**config.mk**
```make
export PLATFORM = sky130hd
export DESIGN_NAME = adc_sample_average_scale_unit
export DESIGN_NICKNAME = d
export VERILOG_FILES = /design/src/sv/asas_pkg.sv /design/src/sv/asas_front.sv /design/src/sv/asas_queue.sv /design/src/sv/asas_div.sv /design/src/sv/asas_back.sv /design/src/sv/adc_sample_average_scale_unit.sv
export SDC_FILE = /design/constraint.sdc
export NUM_CORES = 1
export LEC_CHECK = 0
export ABC_AREA = 1
export BUFFER_PORTS_ARGS = -buffer_cell sky130_fd_sc_hd__buf_2
export CORE_UTILIZATION = 60
export CTS_CLUSTER_DIAMETER = 120
export DETAILED_ROUTE_END_ITERATION = 12
export GPL_TIMING_DRIVEN = 0
export HOLD_SLACK_MARGIN = 0.03
export PLACE_DENSITY = 0.79
export SETUP_SLACK_MARGIN = 0.2
export SYNTH_ARGS = -nofsm -noshare
export SYNTH_HDL_FRONTEND = slang
export SYNTH_SLANG_ARGS = --single-unit
```
**constraint.sdc**
```tcl
create_clock -name clk -period 3.8 [get_ports clk]
set_input_delay 0.19 -clock clk [delete_from_list [all_inputs] [get_ports clk]]
set_output_delay 0.19 -clock clk [all_outputs]
set_load 0.005 [all_outputs]
```
**src/sv/asas_pkg.sv**
```systemverilog
// Shared types, constants and the output scaling function for the sample averager.
`default_nettype none
package asas_pkg;

  localparam int BYTE_W      = 8;
  localparam int CFG_W       = 8;
  localparam int CNT_W       = 9;
  localparam int OUT_W       = 13;
  localparam int RAW_W       = 16;
  localparam int NOT_READY_BIT = 7;
  localparam int SCALE_SHIFT = 11;                 // multiply by 2048
  localparam logic [15:0] SCALE_DIV = 16'd32767;

  // Back-end sequencer states
  typedef enum logic [1:0] {
    ST_ACC,
    ST_DIV,
    ST_OUT
  } back_state_t;

  // Divider status seen by the back end
  typedef struct packed {
    logic busy;
    logic done;
  } div_status_t;

  // mean * 2048 / 32767, truncated. With x = mean << 11, q = x >> 15 and
  // r = x mod 32768, x / 32767 = q + (q + r) / 32767, and q + r stays below
  // twice the divisor, so one compare gives the correction.
  function automatic logic [OUT_W-1:0] scale_mean(input logic [RAW_W-1:0] mean);
    logic [11:0] q;
    logic [15:0] r;
    logic [15:0] t;
    q = mean[RAW_W-1:4];
    r = {1'b0, mean[3:0], 11'b0};
    t = 16'(q) + r;
    scale_mean = 13'(q) + 13'(t >= SCALE_DIV);
  endfunction

endpackage
`default_nettype wire

```
**src/sv/asas_front.sv**
```systemverilog
// Front end: checks each readout and forwards usable samples to the queue.
`default_nettype none
module asas_front
  import asas_pkg::*;
#(
  parameter int SAMPLE_BITS = 16
) (
  input  wire logic                   push,
  input  wire logic [BYTE_W-1:0]      data_high,
  input  wire logic [BYTE_W-1:0]      data_low,
  input  wire logic [BYTE_W-1:0]      status_byte,
  input  wire logic                   q_full,
  output logic                        full,
  output logic                        enq,
  output logic [SAMPLE_BITS-1:0]      enq_data
);

  logic [RAW_W-1:0] raw;
  logic             keep;

  // Combine the bytes and trim to the sample width
  assign raw      = {data_high, data_low};
  assign enq_data = SAMPLE_BITS'(raw);

  // Drop readouts flagged not ready and zero readings
  assign keep = !status_byte[NOT_READY_BIT] && (enq_data != '0);

  assign full = q_full;
  assign enq  = push && !q_full && keep;

endmodule
`default_nettype wire

```
**src/sv/asas_queue.sv**
```systemverilog
// Two-entry queue between the front end and the back end.
`default_nettype none
module asas_queue #(
  parameter int WIDTH = 16
) (
  input  wire logic             clk,
  input  wire logic             rst,
  input  wire logic             wr_en,
  input  wire logic [WIDTH-1:0] wr_data,
  input  wire logic             rd_en,
  output logic                  rd_valid,
  output logic [WIDTH-1:0]      rd_data,
  output logic                  q_full
);

  logic [WIDTH-1:0] entry [2];
  logic             wr_ptr;
  logic             rd_ptr;
  logic [1:0]       count;
  logic             do_wr;
  logic             do_rd;

  assign rd_valid = (count != 2'd0);
  assign q_full   = (count == 2'd2);
  assign rd_data  = entry[rd_ptr];
  assign do_wr    = wr_en && !q_full;
  assign do_rd    = rd_en && rd_valid;

  // Storage
  always_ff @(posedge clk) begin
    if (do_wr) begin
      entry[wr_ptr] <= wr_data;
    end
  end

  // Pointers and fill count
  always_ff @(posedge clk) begin
    if (rst) begin
      wr_ptr <= 1'b0;
      rd_ptr <= 1'b0;
      count  <= 2'd0;
    end else begin
      if (do_wr) begin
        wr_ptr <= !wr_ptr;
      end
      if (do_rd) begin
        rd_ptr <= !rd_ptr;
      end
      if (do_wr && !do_rd) begin
        count <= count + 2'd1;
      end else if (do_rd && !do_wr) begin
        count <= count - 2'd1;
      end
    end
  end

endmodule
`default_nettype wire

```
**src/sv/asas_div.sv**
```systemverilog
// Restoring divider, one quotient bit per cycle, for sum / sample count.
`default_nettype none
module asas_div
  import asas_pkg::*;
#(
  parameter int N = 24
) (
  input  wire logic             clk,
  input  wire logic             rst,
  input  wire logic             start,
  input  wire logic [N-1:0]     dividend,
  input  wire logic [CNT_W-1:0] divisor,
  output logic [N-1:0]          quotient,
  output div_status_t           status
);

  localparam int STEP_W = $clog2(N + 1);

  logic [CNT_W-1:0]  rem;
  logic [CNT_W-1:0]  dvs;
  logic [N-1:0]      quo;
  logic [STEP_W-1:0] step;
  logic              busy;
  logic              done;
  logic [CNT_W:0]    trial;
  logic              fits;

  // Shift in the next dividend bit and test against the divisor
  assign trial = {rem, quo[N-1]};
  assign fits  = (trial >= {1'b0, dvs});

  // Datapath
  always_ff @(posedge clk) begin
    if (start) begin
      quo <= dividend;
      rem <= '0;
      dvs <= divisor;
    end else if (busy) begin
      quo <= {quo[N-2:0], fits};
      rem <= fits ? CNT_W'(trial - {1'b0, dvs}) : trial[CNT_W-1:0];
    end
  end

  // Control
  always_ff @(posedge clk) begin
    if (rst) begin
      busy <= 1'b0;
      done <= 1'b0;
      step <= '0;
    end else begin
      if (start) begin
        busy <= 1'b1;
        done <= 1'b0;
        step <= STEP_W'(N);
      end else if (busy) begin
        step <= step - STEP_W'(1);
        done <= (step == STEP_W'(1));
        if (step == STEP_W'(1)) begin
          busy <= 1'b0;
        end
      end else begin
        done <= 1'b0;
      end
    end
  end

  assign quotient    = quo;
  assign status.busy = busy;
  assign status.done = done;

endmodule
`default_nettype wire

```
**src/sv/asas_back.sv**
```systemverilog
// Back end: accumulates samples, divides by the count, scales and holds the result.
`default_nettype none
module asas_back
  import asas_pkg::*;
#(
  parameter int SAMPLE_BITS = 16
) (
  input  wire logic                   clk,
  input  wire logic                   rst,
  input  wire logic [CFG_W-1:0]       average_count_minus_one,
  input  wire logic                   q_valid,
  input  wire logic [SAMPLE_BITS-1:0] q_data,
  output logic                        q_rd,
  input  wire logic                   pop,
  output logic                        empty,
  output logic [OUT_W-1:0]            averaged_value
);

  localparam int SUM_W = SAMPLE_BITS + 8;

  back_state_t       state;
  back_state_t       state_next;
  logic [SUM_W-1:0]  sum;
  logic [SUM_W-1:0]  sum_next;
  logic [CNT_W-1:0]  cnt;
  logic [CNT_W-1:0]  cnt_next;
  logic [CNT_W-1:0]  target;
  logic              close_blk;
  logic              div_start;
  logic [SUM_W-1:0]  quotient;
  div_status_t       div_st;
  logic              res_valid;
  logic              res_load;
  logic [OUT_W-1:0]  res_value;

  assign target    = CNT_W'(average_count_minus_one) + CNT_W'(1);
  assign sum_next  = sum + SUM_W'(q_data);
  assign cnt_next  = cnt + CNT_W'(1);
  assign close_blk = (cnt_next >= target);

  asas_div #(
    .N(SUM_W)
  ) u_div (
    .clk      (clk),
    .rst      (rst),
    .start    (div_start),
    .dividend (sum_next),
    .divisor  (cnt_next),
    .quotient (quotient),
    .status   (div_st)
  );

  // Sequencer: next state and strobes
  always_comb begin
    state_next = state;
    q_rd       = 1'b0;
    div_start  = 1'b0;
    res_load   = 1'b0;
    unique case (state)
      ST_ACC: begin
        q_rd = 1'b1;
        if (q_valid && close_blk) begin
          div_start  = 1'b1;
          state_next = ST_DIV;
        end
      end
      ST_DIV: begin
        if (div_st.done) begin
          state_next = ST_OUT;
        end
      end
      ST_OUT: begin
        if (!res_valid || pop) begin
          res_load   = 1'b1;
          state_next = ST_ACC;
        end
      end
      default: begin
        state_next = ST_ACC;
      end
    endcase
  end

  // State register, accumulator and result flag
  always_ff @(posedge clk) begin
    if (rst) begin
      state     <= ST_ACC;
      sum       <= '0;
      cnt       <= '0;
      res_valid <= 1'b0;
    end else begin
      state <= state_next;
      if (state == ST_ACC && q_valid) begin
        if (close_blk) begin
          sum <= '0;
          cnt <= '0;
        end else begin
          sum <= sum_next;
          cnt <= cnt_next;
        end
      end
      if (res_load) begin
        res_valid <= 1'b1;
      end else if (pop) begin
        res_valid <= 1'b0;
      end
    end
  end

  // Result register; the mean never exceeds the raw 16-bit range
  always_ff @(posedge clk) begin
    if (res_load) begin
      res_value <= scale_mean(quotient[RAW_W-1:0]);
    end
  end

  assign empty          = !res_valid;
  assign averaged_value = res_value;

`ifndef SYNTH
  a_hold_result: assert property (@(posedge clk) disable iff (rst)
    (state == ST_OUT && res_valid && !pop) |=> (state == ST_OUT && res_valid))
    else $error("pending quotient lost while result was stalled");

  a_cnt_range: assert property (@(posedge clk) disable iff (rst)
    cnt < CNT_W'(256))
    else $error("sample count passed its limit");

  a_done_in_div: assert property (@(posedge clk) disable iff (rst)
    div_st.done |-> (state == ST_DIV))
    else $error("divider finished outside the divide state");

  a_start_busy: assert property (@(posedge clk) disable iff (rst)
    div_start |=> (div_st.busy && state == ST_DIV && cnt == '0))
    else $error("divider start did not take effect");
`endif

endmodule
`default_nettype wire

```
**src/sv/adc_sample_average_scale_unit.sv**
```systemverilog
// Throughput: one sample per cycle while a block fills; closing a block runs the
//   bit-serial divider, then loads the result once the previous result is popped or none is held.
// The two-entry queue lets pushes continue while the back end divides or a result waits.
// Reset (rst, synchronous): clears the count register, sum, sample count, queue and result valid flag.
// Top level of the converter sample averager with 2048/32767 output scaling.
`default_nettype none
module adc_sample_average_scale_unit
  import asas_pkg::*;
#(
  parameter int SAMPLE_BITS = 16
) (
  input  wire logic                clk,
  input  wire logic                rst,
  // configuration
  input  wire logic                cfg_valid,
  output logic                     cfg_ready,
  input  wire logic [CFG_W-1:0]    cfg_data,
  // readouts
  input  wire logic                push,
  output logic                     full,
  input  wire logic [BYTE_W-1:0]   data_high,
  input  wire logic [BYTE_W-1:0]   data_low,
  input  wire logic [BYTE_W-1:0]   status_byte,
  // results
  output logic                     empty,
  input  wire logic                pop,
  output logic [OUT_W-1:0]         averaged_value
);

  logic [CFG_W-1:0]       average_count_minus_one;
  logic                   q_full;
  logic                   enq;
  logic [SAMPLE_BITS-1:0] enq_data;
  logic                   q_valid;
  logic [SAMPLE_BITS-1:0] q_data;
  logic                   q_rd;

  // Configuration register
  assign cfg_ready = 1'b1;

  always_ff @(posedge clk) begin
    if (rst) begin
      average_count_minus_one <= '0;
    end else if (cfg_valid && cfg_ready) begin
      average_count_minus_one <= cfg_data;
    end
  end

  asas_front #(
    .SAMPLE_BITS(SAMPLE_BITS)
  ) u_front (
    .push        (push),
    .data_high   (data_high),
    .data_low    (data_low),
    .status_byte (status_byte),
    .q_full      (q_full),
    .full        (full),
    .enq         (enq),
    .enq_data    (enq_data)
  );

  asas_queue #(
    .WIDTH(SAMPLE_BITS)
  ) u_queue (
    .clk      (clk),
    .rst      (rst),
    .wr_en    (enq),
    .wr_data  (enq_data),
    .rd_en    (q_rd),
    .rd_valid (q_valid),
    .rd_data  (q_data),
    .q_full   (q_full)
  );

  asas_back #(
    .SAMPLE_BITS(SAMPLE_BITS)
  ) u_back (
    .clk                     (clk),
    .rst                     (rst),
    .average_count_minus_one (average_count_minus_one),
    .q_valid                 (q_valid),
    .q_data                  (q_data),
    .q_rd                    (q_rd),
    .pop                     (pop),
    .empty                   (empty),
    .averaged_value          (averaged_value)
  );

endmodule
`default_nettype wire
```
==> results of run 1 <==
final cells by class:
class,count,area [um2]
multi-input combinational,682,3817
sequential,143,3643
fill,994,3483
timing repair buffer,67,451.7
clock buffer,19,432.9
inverter,114,430.4
clock inverter,13,217.7
tap,172,215.2
buffer,21,132.6
cell usage after synthesis (2+ instances only):
master / number
ha_1: 43
a31oi_1: 4
o21ai_0: 25
nor2_2: 11
nand2_1: 267
edfxtp_1: 78
nor4_1: 6
o211ai_1: 7
a211oi_1: 2
nor3b_1: 2
nor3_2: 3
xnor2_1: 13
o21a_1: 3
buf_6: 5
buf_4: 3
fa_1: 2
nand2_2: 15
nand4_1: 13
nand3b_1: 10
inv_2: 4
nor2_4: 3
clkbuf_1: 9
dfxtp_1: 65
o21ai_1: 4
a21oi_1: 51
nor3_1: 7
xor2_1: 27
inv_1: 108
nor2_1: 76
mux2_2: 15
a21oi_2: 5
nand3_1: 55
buf_2: 4
a22oi_1: 3
worst min-delay path: stages:
cell and delay (ps):
buf_2 70, o21ai_0 70, a21oi_1 110
power groups by stage:
stage	Clock [mW]	Sequential, mW	Combinational, mW
after floorplan	0	2.13	2.00
after global placement	0	2.17	2.56
after detailed placement	0	2.18	2.59
after CTS	1.85	2.15	2.63
after global routing	1.93	2.19	2.99
final	1.85	2.15	2.66
how the worst max path moves through the flow:
stage	startpoint	to	slack, ps
floorplan	u_back.cnt[0]	u_back.u_div.quotient[0]	1060
global placement	u_back.cnt[0]	u_back.u_div.quotient[21]	580
detailed placement	u_back.cnt[0]	u_back.u_div.quotient[18]	550
CTS	u_back.cnt[0]	u_back.u_div.quotient[12]	540
global route	u_back.cnt[0]	u_back.u_div.quotient[12]	280
finish	u_back.cnt[0]	u_back.u_div.quotient[3]	540
sequential cells by signal, summed over array words and instances, names as in the netlist, 2 cells and up, named ones only:
name                     flops
u_queue.entry               32
u_back.sum                  24
u_back.u_div.quotient       24
u_back.averaged_value       13
u_back.cnt                   9
u_back.u_div.dvs             9
u_back.u_div.rem             9
average_count_minus_one      8
u_back.u_div.step            5
u_back.state                 2
u_queue.count                2
routing by layer:
layer	wire, um	part of all wire	global-route usage	vias up
li1	-	-	-	3341
met1	7990	0.47	0.3465	2945
met2	7709	0.46	0.4246	181
met3	892	0.053	0.06783	29
met4	335	0.020	0.09054	0
met5	0	0	0	-
layout by cell type (no fill, tap or decap), drive strengths merged, types with 15 or more instances in the layout:
cell type / netlist / final
a21oi: 56 / 56
buf: 12 / 57
nand3: 55 / 55
dlygate4sd3: 0 / 22
nand2: 282 / 282
edfxtp: 78 / 78
nor2: 90 / 90
o21ai: 30 / 30
ha: 43 / 43
inv: 113 / 113
dfxtp: 65 / 65
xor2: 28 / 28
clkbuf: 9 / 28
mux2: 15 / 15
cell families (layout without fill, tap and decap cells):
kind of cell             after synthesis  count (layout)  share of synthesized area
other                                  1               1                  0.0004678
AND/OR/NAND/NOR                      472             472                     0.2586
buffers and inverters                135             234                    0.07023
flip-flops                           143             143                     0.4545
XOR/XNOR                              41              41                    0.04573
AO/OA/AOI/OAI                        108             108                    0.07726
adder cells (fa/ha/maj)               45              45                    0.07211
multiplexers                          15              15                    0.02107
==> qor.yml, run 1 <==
synth_warnings: 0
drc: 0
clk_pin_slew_ps: 60
gr-total-overflow: 0
finClkSkew_ps: 14.04
fin_crit_sh: 0.8570
crit_path_top_delay_cell: "inv_1"
portBuffers: 44
cts_resized: 0
peakVddDrop_mv: 0.5822
synth_area_leaders: "edfxtp_1 29%, dfxtp_1 16%, nand2_1 13%"
pre_cts_ws_ps: 554.1
cts-root-buf: "clkbuf_16"
wl_per_cell_um: 13.75
period_needed_ps: 3256
chipHeight_um: 117.6
final_nets: 1128
hpwl_um: 12080
async_flop_share: 0
die-area_mm2: 0.01383
cp_top_family: "simple AND/OR/NAND/NOR gates"
pwr-share-comb: 0.399
synth-main-ff-cell: "edfxtp_1"
drv_cap: 0
switchingPower_mw: 2.542
setup_violations: 0
post_cts_buffers: 0
finalMaxSlewViolations: 0
fin_cells: 1231
core_mm2: 0.01282
synth_edf_count: 78
p_seq_frac: 0.323
dr.pass1.iters: 5
p_total_mw: 6.661
crit_path_max_incr_delay_ps: 430
syn_area_mm2: 0.008016
critPathArrivalTime_ps: 3290
ant_nets: 0
drt_iter0_drc: 553
routed_wirelength_um: 16930
ys_seq_area_frac: 0.4545
cp.required_ps: 3830
path_max_fanout: 24
diodes: 0
worst_pin_slew_ps: 966.0
dpl_cell_area_mm2: 0.008457
post-route-util: 0.7284
gp_congestion: 0.9862
track_usage: 0.2640
reg2reg_setup_slack_ps: 540
cp.depth: 14
worstPathCellList: "ha_1 > nand3_1 > nor2_1 > nand4_1 > xnor2_1 > ha_1 > nand2_1 > inv_1 > nor3_2 > nand2_2 > nand2_2 > inv_4 > nor2_4 > inv_1"
synth_top_area_cell: "edfxtp_1"
cts.sinks: 143
cts_made_buffers: 17
grt_pass1_wl_um: 28490
antenna_found_initial: 0
slew_headroom: 0.3525
postSynthCellCount: 960
setup_ws_ps: 543.6
die_w_um: 117.6
reg2regPathDepth: 14
rsz0062_at_grt: "false"
yosysTopAreaCellShare: 0.2922
grt_pass1_vias: 6112
critPathLaunchType: "flip-flop"
timing_hold_violations_final: 0
worstReg2RegEnd: "u_back.u_div.quotient[3]"
fmaxAchievable_mhz: 307.1
power_density_mw_per_mm2: 713.1
final_cell_area_mm2: 0.009341
dp.cells: 1176
status: "completed"
clockPowerShare: 0.277
htreeDepth: 4
ioPinCount: 53
synth_cell_types: 46
syn_area_per_cell_um2: 8.350
grt_max_degree: 25
postCtsHoldBufs: 22
cp-end-kind: "flip-flop"
cts_buffer_depth: 2
whs_endpoint: "average_count_minus_one[4]"
drive_above_1_share: 0.1398
initial_core_util: 0.6251
hold_path.class: "input pin to flip-flop"
hold_ws_ps: 58.87
clk_latency_ps: 430
min_path_cells: 3
path_buf_inv: 3
rows: 41
syn_to_final_growth_pct: 16.53
switching_share: 0.3817
routed_via_density: 5.277
synthesis.nets: 1042
p_leak_nw: 4.073
yosys_register_bits: 143
cts_tree: "done"
p_int_mw: 4.119
min_from: "cfg_data[4]"
timing.rr.start: "u_back.cnt[0]"
routed-via-count: 6496
tns_ps: 0
path_class: "flip-flop to flip-flop"
(Power assumes the default switching activity.)
==> run 2: changes to the inputs <==
- CORE_MARGIN: unset -> 1.5
- TNS_END_PERCENT: unset -> 30
==> qor.yml, run 2 (synthesized netlist as in run 1, its figures left out) <==
status: "completed"
p_seq_frac: 0.335
cts_buffer_depth: 2
switchingPower_mw: 2.551
rows: 42
drv_cap: 0
dr.pass1.iters: 5
pwr-share-comb: 0.415
path_max_fanout: 24
gp_congestion: 0.9728
cts.sinks: 143
antenna_found_initial: 0
post_cts_buffers: 0
fin_cells: 1234
tns_ps: 0
grt_max_degree: 25
cp-end-kind: "flip-flop"
pre_cts_ws_ps: 485.6
chipHeight_um: 118.6
critPathLaunchType: "flip-flop"
clk_latency_ps: 430
post-route-util: 0.7059
drc: 0
regMostFlops: "u_queue.entry"
grt_pass1_wl_um: 29190
syn_to_final_growth_pct: 15.69
gr-total-overflow: 0
finClkSkew_ps: 16.76
switching_share: 0.3962
initial_core_util: 0.6102
htreeDepth: 4
timing_hold_violations_final: 0
track_usage: 0.2626
routed_via_density: 5.292
period_needed_ps: 3321
cp.required_ps: 3810
clockPowerShare: 0.250
dp.cells: 1180
clk_pin_slew_ps: 60
worst_pin_slew_ps: 947.7
final_nets: 1127
wl_per_cell_um: 13.94
hpwl_um: 12370
fmaxAchievable_mhz: 301.1
p_int_mw: 3.887
final_cell_mix: "267 x nand2_1, 108 x inv_1, 78 x edfxtp_1, 74 x nor2_1, 65 x dfxtp_1"
drive_above_1_share: 0.1389
grt_pass1_vias: 6235
die-area_mm2: 0.01406
finalMaxSlewViolations: 0
cts_tree: "done"
die_w_um: 118.6
slew_headroom: 0.3647
ioPinCount: 53
power_density_mw_per_mm2: 694.2
largest_reg_flops: 32
drt_iter0_drc: 514
rsz0062_at_grt: "true"
critPathArrivalTime_ps: 3330
routed-via-count: 6530
reg2reg_setup_slack_ps: 480
ant_nets: 0
p_leak_nw: 4.039
portBuffers: 44
diodes: 0
core_mm2: 0.01314
routed_wirelength_um: 17200
path_class: "flip-flop to flip-flop"
setup_violations: 0
hold_path.class: "input pin to flip-flop"
p_total_mw: 6.438
final_common_cell: "nand2_1"
setup_ws_ps: 479.1
cts-root-buf: "clkbuf_16"
cts_made_buffers: 17
fin_crit_sh: 0.8739
peakVddDrop_mv: 0.4462
[run 2: layout make-up]
cell class                      count  area (um2)
Clock inverter                      6       43.79
Inverter                          114       430.4
Fill cell                        1027        3864
Timing Repair Buffer               66       440.4
Buffer                             21       132.6
Clock buffer                       26       543.0
Tap cell                          176       220.2
Multi-Input combinational cell    682        3820
Sequential cell                   143        3643
[run 2: critical path: stages, from the launching register on]
cell and delay (ps):
dfxtp_1 390, ha_1 200, nand3_1 120, nor2_1 170, nand2_1 90, xnor2_1 300, ha_1 310, a21oi_1 150
nor2_1 60, nor3_2 120, nand2_2 100, nand2_2 120, inv_4 90, nor2_4 220, inv_1 450
[run 2: metal layers]
| layer | vias to the layer above | wire length [um] | global-route usage |
|---|---|---|---|
| met1 | 3015 | 8044 | 0.3437 |
| li1 | 3336 | - | - |
| met4 | 0 | 368 | 0.1047 |
| met2 | 153 | 8031 | 0.4324 |
| met5 | - | 0 | 0 |
| met3 | 26 | 757 | 0.04923 |
[run 2: what timing repair did]
| item | 4_1_cts | 5_1_grt |
|---|---|---|
| resized for setup | 0 | 0 |
| endpoints found under the setup margin | 0 | 24 |
| hold buffers | 22 | 0 |
| endpoints found under the hold margin | 38 | 0 |
[run 2: power by group through the flow]
stage | clock [mW] | sequential (mW) | combinational (mW)
floorplan | 0 | 2.13 | 2.00
global placement | 0 | 2.17 | 2.56
detailed placement | 0 | 2.18 | 2.59
CTS | 1.63 | 2.15 | 2.64
global route | 1.69 | 2.19 | 3.00
finish | 1.61 | 2.15 | 2.67
[run 2: path summary, 6_finish.rpt]
check                                     from                   endpoint  cells past startpoint
worst max-delay path             u_back.cnt[0]  u_back.u_div.quotient[20]                     14
worst min-delay path                       pop            u_back.state[1]                      4
worst max register to register   u_back.cnt[0]  u_back.u_div.quotient[20]                     14
worst min register to register  u_queue.rd_ptr             u_queue.rd_ptr                      1
[run 2: per-stage QoR]
stage               area (um2)  hold WS [ps]
floorplan                 8016         288.9
global placement          8457         392.3
detailed placement        8462         395.5
CTS                       9269         56.33
global route              9274         105.2
finish                    9274         86.69
